===== src/rtl/pqtba_pkg.sv =====
`timescale 1ns / 1ps
`default_nettype none
// ----------------------------------------------------------------------------
// Per-queue token bucket admission: shared package
// Beat formats, register indexes, status and request codes, reset values.
// ----------------------------------------------------------------------------
package pqtba_pkg;

  localparam int CREDIT_W = 24;
  localparam int SIZE_W   = 32;
  localparam int TICK_W   = 16;
  localparam int QIDX_W   = 4;
  localparam int CFG_IDX_W = 2;

  // Configuration register indexes
  localparam logic [CFG_IDX_W-1:0] REG_BYTES_PER_CREDIT = 2'd0;
  localparam logic [CFG_IDX_W-1:0] REG_REFILL_PER_TICK  = 2'd1;
  localparam logic [CFG_IDX_W-1:0] REG_MAX_CREDITS      = 2'd2;

  // Register reset values
  localparam logic [CREDIT_W-1:0] RST_BYTES_PER_CREDIT = 24'd4096;
  localparam logic [CREDIT_W-1:0] RST_REFILL_PER_TICK  = 24'd64;
  localparam logic [CREDIT_W-1:0] RST_MAX_CREDITS      = 24'd1024;

  // Request types
  localparam logic REQ_TICK   = 1'b0;
  localparam logic REQ_SUBMIT = 1'b1;

  // Result status codes
  localparam logic [1:0] ST_OK   = 2'd0;
  localparam logic [1:0] ST_HELD = 2'd1;
  localparam logic [1:0] ST_BAD  = 2'd2;

  typedef struct packed {
    logic              req_type;
    logic [QIDX_W-1:0] queue_index;
    logic [TICK_W-1:0] tick_count;
    logic [SIZE_W-1:0] request_size;
  } pqtba_in_t;

  typedef struct packed {
    logic [1:0]          status;
    logic [CREDIT_W-1:0] credits_charged;
    logic [CREDIT_W-1:0] credits_left;
  } pqtba_out_t;

endpackage
`default_nettype wire


===== src/rtl/per_queue_token_bucket_admission.sv =====
`timescale 1ns / 1ps
`default_nettype none
// ----------------------------------------------------------------------------
// Per-queue token bucket admission
// Keeps one credit count per queue. Tick beats refill a queue up to a cap;
// submit beats charge size / bytes-per-credit credits (at least one) and grant
// or hold the request.
//
//   channel  direction  handshake            payload
//   in_      input      in_valid / in_stall  pqtba_in_t  (one item)
//   out_     output     out_valid/out_stall  pqtba_out_t (one result)
//   cfg_     input      cfg_we               cfg_index, cfg_wdata
//
// A submit beat passes from acceptance to the result register through a setup
// step, the restoring divider (one quotient bit per cycle), a charge step and
// a hand-off step. A tick beat goes through setup with the 16x24 multiply,
// add and cap, and hand-off; a bad queue index goes from setup to hand-off.
// One item is in flight at a time and in_stall stays high until the result
// register loads. Reset is synchronous; credit counts read as the refill
// reset value until first written, so no clearing pass follows reset. A
// stalled result holds the block in its hand-off state until the output
// register drains.
// ----------------------------------------------------------------------------
module per_queue_token_bucket_admission
  import pqtba_pkg::*;
#(
  parameter int QUEUE_COUNT = 16
) (
  input  wire logic                 clk,
  input  wire logic                 rst_n,
  input  wire logic                 in_valid,
  output      logic                 in_stall,
  input  wire pqtba_in_t            in_data,
  output      logic                 out_valid,
  input  wire logic                 out_stall,
  output      pqtba_out_t           out_data,
  input  wire logic                 cfg_we,
  input  wire logic [CFG_IDX_W-1:0] cfg_index,
  input  wire logic [CREDIT_W-1:0]  cfg_wdata
);

  localparam int QW = (QUEUE_COUNT > 1) ? $clog2(QUEUE_COUNT) : 1;
  localparam int DIV_STEPS = SIZE_W;
  localparam int CNT_W = $clog2(DIV_STEPS);
  localparam int PROD_W = TICK_W + CREDIT_W;

  localparam logic [2:0] S_IDLE   = 3'd0;
  localparam logic [2:0] S_SETUP  = 3'd1;
  localparam logic [2:0] S_REFILL = 3'd2;
  localparam logic [2:0] S_DIV    = 3'd3;
  localparam logic [2:0] S_CHARGE = 3'd4;
  localparam logic [2:0] S_FINISH = 3'd5;

  // Configuration registers
  logic [CREDIT_W-1:0] bpt_r, refill_r, max_r;

  // Sequencer and datapath registers
  logic [2:0]          state_r, state_nxt;
  pqtba_in_t           item_r, item_nxt;
  logic [PROD_W-1:0]   prod_r, prod_nxt;
  logic [SIZE_W-1:0]   div_q_r, div_q_nxt;
  logic [CREDIT_W-1:0] div_rem_r, div_rem_nxt;
  logic [CNT_W-1:0]    div_cnt_r, div_cnt_nxt;
  pqtba_out_t          res_r, res_nxt;
  logic                out_valid_r, out_valid_nxt;
  pqtba_out_t          out_data_r, out_data_nxt;

  // Credit store
  logic [CREDIT_W-1:0] mem [QUEUE_COUNT];
  logic [QUEUE_COUNT-1:0] vld_r;
  logic [CREDIT_W-1:0] rd_data_r;
  logic                rd_vld_r;
  logic                mem_we;
  logic [CREDIT_W-1:0] mem_wdata;
  logic [QW-1:0]       item_addr, in_addr;

  logic                accept;
  logic                bad_q;
  logic [CREDIT_W-1:0] credit;
  logic [CREDIT_W-1:0] bpt_eff;
  logic [PROD_W:0]     refill_sum;
  logic [CREDIT_W-1:0] refill_cap;
  logic [CREDIT_W:0]   div_shift;
  logic [CREDIT_W+1:0] div_diff;
  logic                div_ge;
  logic [SIZE_W-1:0]   need;
  logic                grant;
  logic [CREDIT_W-1:0] credit_after;

  assign accept    = in_valid && (state_r == S_IDLE);
  assign in_stall  = (state_r != S_IDLE);
  assign out_valid = out_valid_r;
  assign out_data  = out_data_r;

  assign in_addr   = QW'(in_data.queue_index);
  assign item_addr = QW'(item_r.queue_index);
  assign bad_q     = 9'(item_r.queue_index) >= 9'(QUEUE_COUNT);

  // An entry never written reads as the refill reset value.
  assign credit  = rd_vld_r ? rd_data_r : RST_REFILL_PER_TICK;
  assign bpt_eff = (bpt_r == '0) ? CREDIT_W'(1) : bpt_r;

  assign refill_sum = (PROD_W+1)'(credit) + (PROD_W+1)'(prod_r);
  assign refill_cap = (refill_sum > (PROD_W+1)'(max_r)) ? max_r
                                                       : refill_sum[CREDIT_W-1:0];

  // One restoring division step: shift in the next dividend bit and subtract.
  assign div_shift = {div_rem_r, div_q_r[SIZE_W-1]};
  assign div_diff  = {1'b0, div_shift} - {2'b00, bpt_eff};
  assign div_ge    = !div_diff[CREDIT_W+1];

  assign need         = (div_q_r == '0) ? SIZE_W'(1) : div_q_r;
  assign grant        = need <= SIZE_W'(credit);
  assign credit_after = credit - need[CREDIT_W-1:0];

  always_ff @(posedge clk) begin
    if (!rst_n) begin
      bpt_r    <= RST_BYTES_PER_CREDIT;
      refill_r <= RST_REFILL_PER_TICK;
      max_r    <= RST_MAX_CREDITS;
    end else if (cfg_we) begin
      unique case (cfg_index)
        REG_BYTES_PER_CREDIT: bpt_r    <= cfg_wdata;
        REG_REFILL_PER_TICK:  refill_r <= cfg_wdata;
        REG_MAX_CREDITS:      max_r    <= cfg_wdata;
        default: ;
      endcase
    end
  end

  always_comb begin
    state_nxt     = state_r;
    item_nxt      = item_r;
    prod_nxt      = prod_r;
    div_q_nxt     = div_q_r;
    div_rem_nxt   = div_rem_r;
    div_cnt_nxt   = div_cnt_r;
    res_nxt       = res_r;
    out_valid_nxt = out_valid_r;
    out_data_nxt  = out_data_r;
    mem_we        = 1'b0;
    mem_wdata     = credit;

    if (out_valid_r && !out_stall) begin
      out_valid_nxt = 1'b0;
    end

    unique case (state_r)
      S_IDLE: begin
        if (in_valid) begin
          item_nxt  = in_data;
          state_nxt = S_SETUP;
        end
      end
      S_SETUP: begin
        if (bad_q) begin
          res_nxt   = '{status: ST_BAD, credits_charged: '0, credits_left: '0};
          state_nxt = S_FINISH;
        end else if (item_r.req_type == REQ_TICK) begin
          prod_nxt  = PROD_W'(item_r.tick_count) * PROD_W'(refill_r);
          state_nxt = S_REFILL;
        end else begin
          div_q_nxt   = item_r.request_size;
          div_rem_nxt = '0;
          div_cnt_nxt = '0;
          state_nxt   = S_DIV;
        end
      end
      S_REFILL: begin
        mem_we    = 1'b1;
        mem_wdata = refill_cap;
        res_nxt   = '{status: ST_OK, credits_charged: '0, credits_left: refill_cap};
        state_nxt = S_FINISH;
      end
      S_DIV: begin
        div_rem_nxt = div_ge ? div_diff[CREDIT_W-1:0] : div_shift[CREDIT_W-1:0];
        div_q_nxt   = {div_q_r[SIZE_W-2:0], div_ge};
        div_cnt_nxt = div_cnt_r + CNT_W'(1);
        if (div_cnt_r == CNT_W'(DIV_STEPS - 1)) begin
          state_nxt = S_CHARGE;
        end
      end
      S_CHARGE: begin
        if (grant) begin
          mem_we    = 1'b1;
          mem_wdata = credit_after;
          res_nxt   = '{status: ST_OK, credits_charged: need[CREDIT_W-1:0],
                        credits_left: credit_after};
        end else begin
          res_nxt = '{status: ST_HELD, credits_charged: '0, credits_left: credit};
        end
        state_nxt = S_FINISH;
      end
      S_FINISH: begin
        if (!out_valid_r || !out_stall) begin
          out_valid_nxt = 1'b1;
          out_data_nxt  = res_r;
          state_nxt     = S_IDLE;
        end
      end
      default: begin
        state_nxt = S_IDLE;
      end
    endcase
  end

  always_ff @(posedge clk) begin
    if (!rst_n) begin
      state_r     <= S_IDLE;
      out_valid_r <= 1'b0;
    end else begin
      state_r     <= state_nxt;
      out_valid_r <= out_valid_nxt;
    end
  end

  always_ff @(posedge clk) begin
    item_r     <= item_nxt;
    prod_r     <= prod_nxt;
    div_q_r    <= div_q_nxt;
    div_rem_r  <= div_rem_nxt;
    div_cnt_r  <= div_cnt_nxt;
    res_r      <= res_nxt;
    out_data_r <= out_data_nxt;
  end

  // Credit memory: one write port, one registered read port.
  always_ff @(posedge clk) begin
    if (mem_we) begin
      mem[item_addr] <= mem_wdata;
    end
    if (accept) begin
      rd_data_r <= mem[in_addr];
    end
  end

  always_ff @(posedge clk) begin
    if (!rst_n) begin
      vld_r    <= '0;
      rd_vld_r <= 1'b0;
    end else begin
      if (mem_we) begin
        vld_r[item_addr] <= 1'b1;
      end
      if (accept) begin
        rd_vld_r <= vld_r[in_addr];
      end
    end
  end

`ifndef NO_ASSERTIONS
  a_out_from_finish: assert property (@(posedge clk) disable iff (!rst_n)
    $rose(out_valid_r) |-> $past(state_r == S_FINISH))
    else $error("result appeared outside the hand-off state");

  a_write_states: assert property (@(posedge clk) disable iff (!rst_n)
    mem_we |-> (state_r == S_REFILL || state_r == S_CHARGE) && !bad_q)
    else $error("credit store written outside refill or charge");

  a_bad_zero: assert property (@(posedge clk) disable iff (!rst_n)
    out_valid_r && out_data_r.status == ST_BAD |->
      out_data_r.credits_charged == '0 && out_data_r.credits_left == '0)
    else $error("bad queue result carries credits");

  a_charge_only_grant: assert property (@(posedge clk) disable iff (!rst_n)
    out_valid_r && out_data_r.credits_charged != '0 |-> out_data_r.status == ST_OK)
    else $error("credits charged on a result that was not granted");

  a_div_to_charge: assert property (@(posedge clk) disable iff (!rst_n)
    state_r == S_DIV && div_cnt_r == CNT_W'(DIV_STEPS - 1) |=> state_r == S_CHARGE)
    else $error("divider did not hand over after its last step");
`endif

endmodule
`default_nettype wire

===== config.mk =====
export PLATFORM = sky130hd
export DESIGN_NAME = per_queue_token_bucket_admission
export DESIGN_NICKNAME = d
export VERILOG_FILES = /design/src/rtl/pqtba_pkg.sv /design/src/rtl/per_queue_token_bucket_admission.sv
export SDC_FILE = /design/constraint.sdc
export NUM_CORES = 2
export LEC_CHECK = 0
export ABC_AREA = 1
export BUFFER_PORTS_ARGS = -buffer_cell sky130_fd_sc_hd__buf_2
export CAP_MARGIN = 20
export CORE_MARGIN = 2
export CORE_UTILIZATION = 55
export DETAILED_ROUTE_END_ITERATION = 8
export PLACE_DENSITY_LB_ADDON = 0.15
export SYNTH_ARGS = -nofsm -noshare
export SYNTH_HDL_FRONTEND = slang
export SYNTH_SLANG_ARGS = --single-unit

===== constraint.sdc =====
create_clock -name clk -period 6.1 [get_ports clk]
set_clock_uncertainty 0.15 [all_clocks]
set_input_delay 0.61 -clock clk [delete_from_list [all_inputs] [get_ports clk]]
set_output_delay 0.61 -clock clk [all_outputs]
set_load 0.01 [all_outputs]

After elaboration in Yosys (flattened, before gate mapping)
Memory sizes are Yosys's and may differ from the RTL's. A register that Yosys moved wholly into a read port is not among the register bits.
Cells that the tools add are included.
{ "totals": {"register_bits": 347, "ramBits": 384, "inputBits": 84, "out_inout_bits": 52, "n_memories": 1} }
{ "memory_table": {"columns": ["memory", "words", "word_bits", "read_ports", "rd_ports_with_merged_regs", "wr", "line", "text"], "rows": [
  ["mem", 16, 24, 1, 1, 1, "per_queue_token_bucket_admission.sv:69", "logic [CREDIT_W-1:0] mem [QUEUE_COUNT];"]
]} }
{ "op_classes": {"n_addsub": 4, "mul": 1, "magnitude_cmp": 5, "n_eq_ne": 12, "n_mux": 31, "bitwise": 2, "reduce_logical": 23} }
{ "ops": {"columns": ["op", "count"], "rows": [
  ["2-to-1 mux 24 bit", 6],
  ["one-hot mux 50 bit (2 select lines)", 1],
  ["one-hot mux 24 bit (2 select lines)", 2],
  ["2-to-1 mux 32 bit", 2],
  ["one-hot mux 32 bit (2 select lines)", 1],
  ["2-to-1 mux 49 bit", 1],
  ["adder 24 x 40 -> 41 bit", 1],
  ["> comparator 41 x 24 -> 1 bit", 1],
  ["multiplier 16 x 24 -> 40 bit", 1],
  ["less-or-equal comparator 32 x 24 -> 1 bit", 1],
  ["logical NOT 32 bit", 1],
  ["subtractor 25 x 24 -> 26 bit", 1],
  ["logical NOT 24 bit", 1],
  ["subtractor 24 bit", 1],
  ["OR 16 bit", 1],
  ["one-hot mux 3 bit (5 select lines)", 1],
  ["AND reduction 2 bit", 7],
  ["< comparator 4 x 5 -> 1 bit (second input constant)", 2],
  ["one-hot mux 5 bit (2 select lines)", 1],
  ["2-to-1 mux 1 bit", 9],
  ["2-to-1 mux 3 bit", 3],
  ["!= test 2 bit (second input constant)", 4],
  ["equality test 3 x 2 -> 1 bit (second input constant)", 2],
  ["equality test 3 bit (second input constant)", 2],
  ["20 further kinds", 25]
]} }

Depth between registers and ports, before layout
{ "logic_depth": {"depth_word": 7, "ltp_mapped": 35, "mapped_depth_nobuf": 32} }

Least setup slack after synthesis
OpenSTA, ideal clock, no wires.
{ "synth_path": {"kind": "reg2reg", "start": "reg refill_r[8]", "end": "reg prod_r[39] (data pin)", "setup_ns": 0.261, "t_arrival_ns": 5.727, "required_time_ns": 5.689, "path_slack_ns": -0.038, "path_stages_with_launch": 28, "path_cell_list": "dfxtp_1 -> clkbuf_1 -> clkbuf_1 -> nand2_1 -> fa_1 -> inv_1 -> fa_1 -> inv_1 -> fa_1 -> inv_1 -> fa_1 -> fa_1 -> inv_1 -> fa_1 -> inv_1 -> ha_1 -> a21oi_1 -> o21ai_0 -> o21bai_1 -> nand2_1 -> nand3_1 -> nand3_1 -> nand2_1 -> a21oi_1 -> nor2_1 -> nand2_1 -> nand2_1 -> xor2_1"} }
{ "synth_via": {"elab_chain_cells": 1} }
{ "synth_rtl": {"columns": ["element", "line", "text"], "rows": [
  ["from (decl)", "per_queue_token_bucket_admission.sv:55", "logic [CREDIT_W-1:0] bpt_r, refill_r, max_r;"],
  ["from (signal assigned)", "per_queue_token_bucket_admission.sv:124", "REG_REFILL_PER_TICK: refill_r <= cfg_wdata;"],
  ["multiplier 16 x 24 -> 40 bit", "per_queue_token_bucket_admission.sv:160", "prod_nxt = PROD_W'(item_r.tick_count) * PROD_W'(refill_r);"],
  ["to (signal assigned)", "per_queue_token_bucket_admission.sv:219", "prod_r <= prod_nxt;"],
  ["to (decl)", "per_queue_token_bucket_admission.sv:60", "logic [PROD_W-1:0] prod_r, prod_nxt;"]
]} }
No other way between the ends.
A chain may end at the register's enable or synchronous reset.

Worst setup path after layout
{ "layout_path": {"start": "reg item_r[36] (netlist name)", "end": "reg prod_r[23] (data pin)"} }
{ "layout_via": {"elab_chain_cells": 1} }
{ "layout_rtl": {"columns": ["element", "line", "text"], "rows": [
  ["from (decl)", "per_queue_token_bucket_admission.sv:59", "pqtba_in_t item_r, item_nxt;"],
  ["from (signal assigned)", "per_queue_token_bucket_admission.sv:218", "item_r <= item_nxt;"],
  ["multiplier 16 x 24 -> 40 bit", "per_queue_token_bucket_admission.sv:160", null]
]} }
No other way between the ends.

==> results.json <==
{
  "status": "finished clean",
  "fin_cells": 6416,
  "pre_cts_slack_ns": -0.158,
  "rr_startpoint": "item_r[36]$_DFFE_PP_",
  "ff2ff_setup_slack_ns": 0.13,
  "startpoint_type": "register",
  "core.rowCount": 107,
  "vias_per_cell": 5.53,
  "cp-end-kind": "register",
  "start_util": 0.556,
  "grt_pass1_wl_microns": 201000,
  "layout_common_cells": "nand2_1, inv_1, edfxtp_1",
  "crit_path_top_delay_cell": "fa_2",
  "rr_endpoint": "prod_r[23]$_DFFE_PP_",
  "ios": 136,
  "postSynth.asyncResetShare": 0,
  "drv_slew": 0,
  "max_freq_mhz": 167,
  "drive_above_1_share": 0.150,
  "drtPass1Iterations": 6,
  "drt_iter0_markers": 3054,
  "die-width_microns": 298,
  "num_vias": 35500,
  "gp_congestion": 0.977,
  "setup_viol": 0,
  "required_ns": 6.38,
  "dp.cells": 6179,
  "cts-root-buf": "clkbuf_16",
  "hold_viol": 0,
  "dpl.hpwl_microns": 92900,
  "avgRoutedWirePerCell_microns": 20.3,
  "crit_top_cell": "buf_4",
  "path_buf_inv": 12,
  "die_h_microns": 298,
  "die-area_sq_um": 88800,
  "synth_ff_type": "edfxtp_1",
  "wirelength_microns": 131000,
  "port_buffers": 134,
  "cts_tree": "done",
  "hold_path_end": "refill_r[16]$_SDFFE_PN0P_",
  "hp-class": "primary input to register",
  "cts-buffers-inserted": 80,
  "fin_nets": 5835,
  "pwr-share-clk": 0.215,
  "internal-power_w": 0.0142,
  "path_class": "register to register",
  "path_clk_slew_ns": 0.06,
  "core_sq_um": 85400,
  "relSlewSlack": 0.242,
  "syn_avg_cell_area_sq_um": 9.66,
  "cts_max_level": 3,
  "drc": 0,
  "final.fill_count": 6870,
  "synth_nets": 5544,
  "ant_nets": 0,
  "first_global_vias": 34800,
  "track_usage": 0.294,
  "ys_ff_latch": 753,
  "share_seq_of_total_power": 0.308,
  "hold_depth": 3,
  "critPathMaxStageDelay_ns": 0.53,
  "syn2layout_area_growth_pct": 16.4,
  "rsz0062_at_grt": "true",
  "worstPathMaxFanout": 8,
  "grt_antenna_before_repair": 1,
  "yosysSeqAreaShare": 0.456,
  "pwr-share-comb": 0.477,
  "fin_crit_ns": 5.97,
  "ys_warn_count": 0,
  "reg2reg_depth": 26,
  "maxCapViolCount": 0,
  "ys_types": 54,
  "grt_max_degree": 112,
  "ir_drop_mv": 0.560,
  "overflow": 0,
  "mostFrequentLayoutCell": "nand2_1",
  "p_sw_w": 0.00913,
  "synth_edf_count": 660,
  "p_sw_frac": 0.391,
  "cts_buffer_depth": 3,
  "clk-insertion-delay-late_ns": 0.69,
  "cp_top_family": "adder cells",
  "power_density_nw_per_um2": 422,
  "p_leak_nw": 24.9,
  "crit_arrival_ns": 6.25,
  "period_share": 0.979,
  "netlist_instances": 4918,
  "clock_sinks": 753,
  "syn_area_sq_um": 47500,
  "hp-start": "cfg_wdata[16]",
  "worst_slack_ns": 0.129,
  "worst_slew_pin_slew_ns": 1.14
}
worst min-delay path: cells and delay by family:
| family | cells | cell delay, ns |
|---|---|---|
| buffers and inverters | 1 | 0.13 |
| and+or+nand+nor | 2 | 0.13 |
registers in the layout (all words and copies together) (netlist names):
signal     cells
refill_r      24
div_rem_r     24
item_addr      4
rd_vld_r       1
out_data      49
div_cnt_r      5
rd_data_r     24
div_q_r       32
max_r         24
prod_r        40
item_r        49
out_valid      1
vld_r         16
mem          384
state_r        3
bpt_r         24
res_r         49
kinds of logic after synthesis:
group	after synthesis	synth area share
xor+xnor	97	0.0179
flops	753	0.456
mux	73	0.0154
fa+ha+maj	542	0.192
compound gates	686	0.0849
simple gates	1661	0.145
other cells	1	0.0000789
buf+inv	1105	0.0886
per-layer routing:
layer | track usage | wire [microns]
met1 | 0.407 | 55600
met4 | 0.0927 | 4070
met3 | 0.0345 | 8450
met5 | 0 | 0
met2 | 0.489 | 62400
how the worst max path moves through the flow:
stage | to | from | cells past startpoint
after floorplan | prod_r[39]$_DFFE_PP_ | refill_r[6]$_SDFFE_PN1P_ | 27
after global placement | prod_r[39]$_DFFE_PP_ | item_r[38]$_DFFE_PP_ | 27
after detailed placement | prod_r[39]$_DFFE_PP_ | refill_r[14]$_SDFFE_PN0P_ | 23
after CTS | prod_r[39]$_DFFE_PP_ | item_r[37]$_DFFE_PP_ | 26
after global routing | prod_r[37]$_DFFE_PP_ | item_r[37]$_DFFE_PP_ | 25
final | prod_r[23]$_DFFE_PP_ | item_r[36]$_DFFE_PP_ | 26
metrics by stage:
stage / hold slack (ns) / setup TNS [ns] / power [W] / instance area [sq um] / utilization
2_1_floorplan: 0.250 / 0 / 0.0130 / 47500 / -
3_3_place_gp: 0.251 / -0.171 / 0.0162 / 50800 / 0.594
3_5_place_dp: 0.255 / -0.681 / 0.0162 / 50800 / 0.594
4_1_cts: 0.0680 / -0.00288 / 0.0221 / 54500 / 0.638
5_1_grt: 0.107 / -0.657 / 0.0248 / 55300 / 0.647
6_report: 0.105 / 0 / 0.0233 / 55300 / 0.647
timing repair:
action                                  4_1_cts  5_1_grt
setup buffers                                17       23
gates cloned                                  1        1
pin swaps                                    46      151
gates resized for setup                      76      183
hold buffers                                 49        0
hold endpoints to repair                     49        0
endpoints found under the setup margin       13       19
cell usage after synthesis (34+ instances only):
cell type | instances | area share
nor2_1 | 378 | 0.030
a21oi_1 | 218 | 0.023
nor3_1 | 37 | 0.0039
o221ai_1 | 77 | 0.014
xor2_1 | 59 | 0.011
o211ai_1 | 34 | 0.0054
xnor2_1 | 38 | 0.0070
nand4_1 | 50 | 0.0066
edfxtp_1 | 660 | 0.42
fa_1 | 309 | 0.13
nand2_1 | 930 | 0.073
nand3_1 | 189 | 0.020
ha_1 | 233 | 0.061
dfxtp_1 | 93 | 0.039
o21ai_0 | 272 | 0.029
inv_1 | 851 | 0.067
clkbuf_1 | 210 | 0.017
mux2i_1 | 73 | 0.015
power by group through the flow:
stage / combinational (W) / sequential [W] / clock (W)
CTS: 0.00984 / 0.00719 / 0.00510
floorplan: 0.00581 / 0.00715 / 0
detailed placement: 0.00896 / 0.00728 / 0
global placement: 0.00889 / 0.00728 / 0
global route: 0.0122 / 0.00724 / 0.00529
finish: 0.0111 / 0.00719 / 0.00503
layout make-up:
class | count | area (sq um) | share of cell area
multi-input combinational | 3060 | 22500 | 0.407
sequential | 753 | 21700 | 0.392
timing repair buffer | 449 | 3680 | 0.0665
inverter | 865 | 3260 | 0.0589
clock buffer | 93 | 2110 | 0.0382
tap | 1144 | 1430 | 0.0259
clock inverter | 51 | 598 | 0.0108
antenna | 1 | 2.50 | 0.0000453
(Power assumes the default switching activity.)
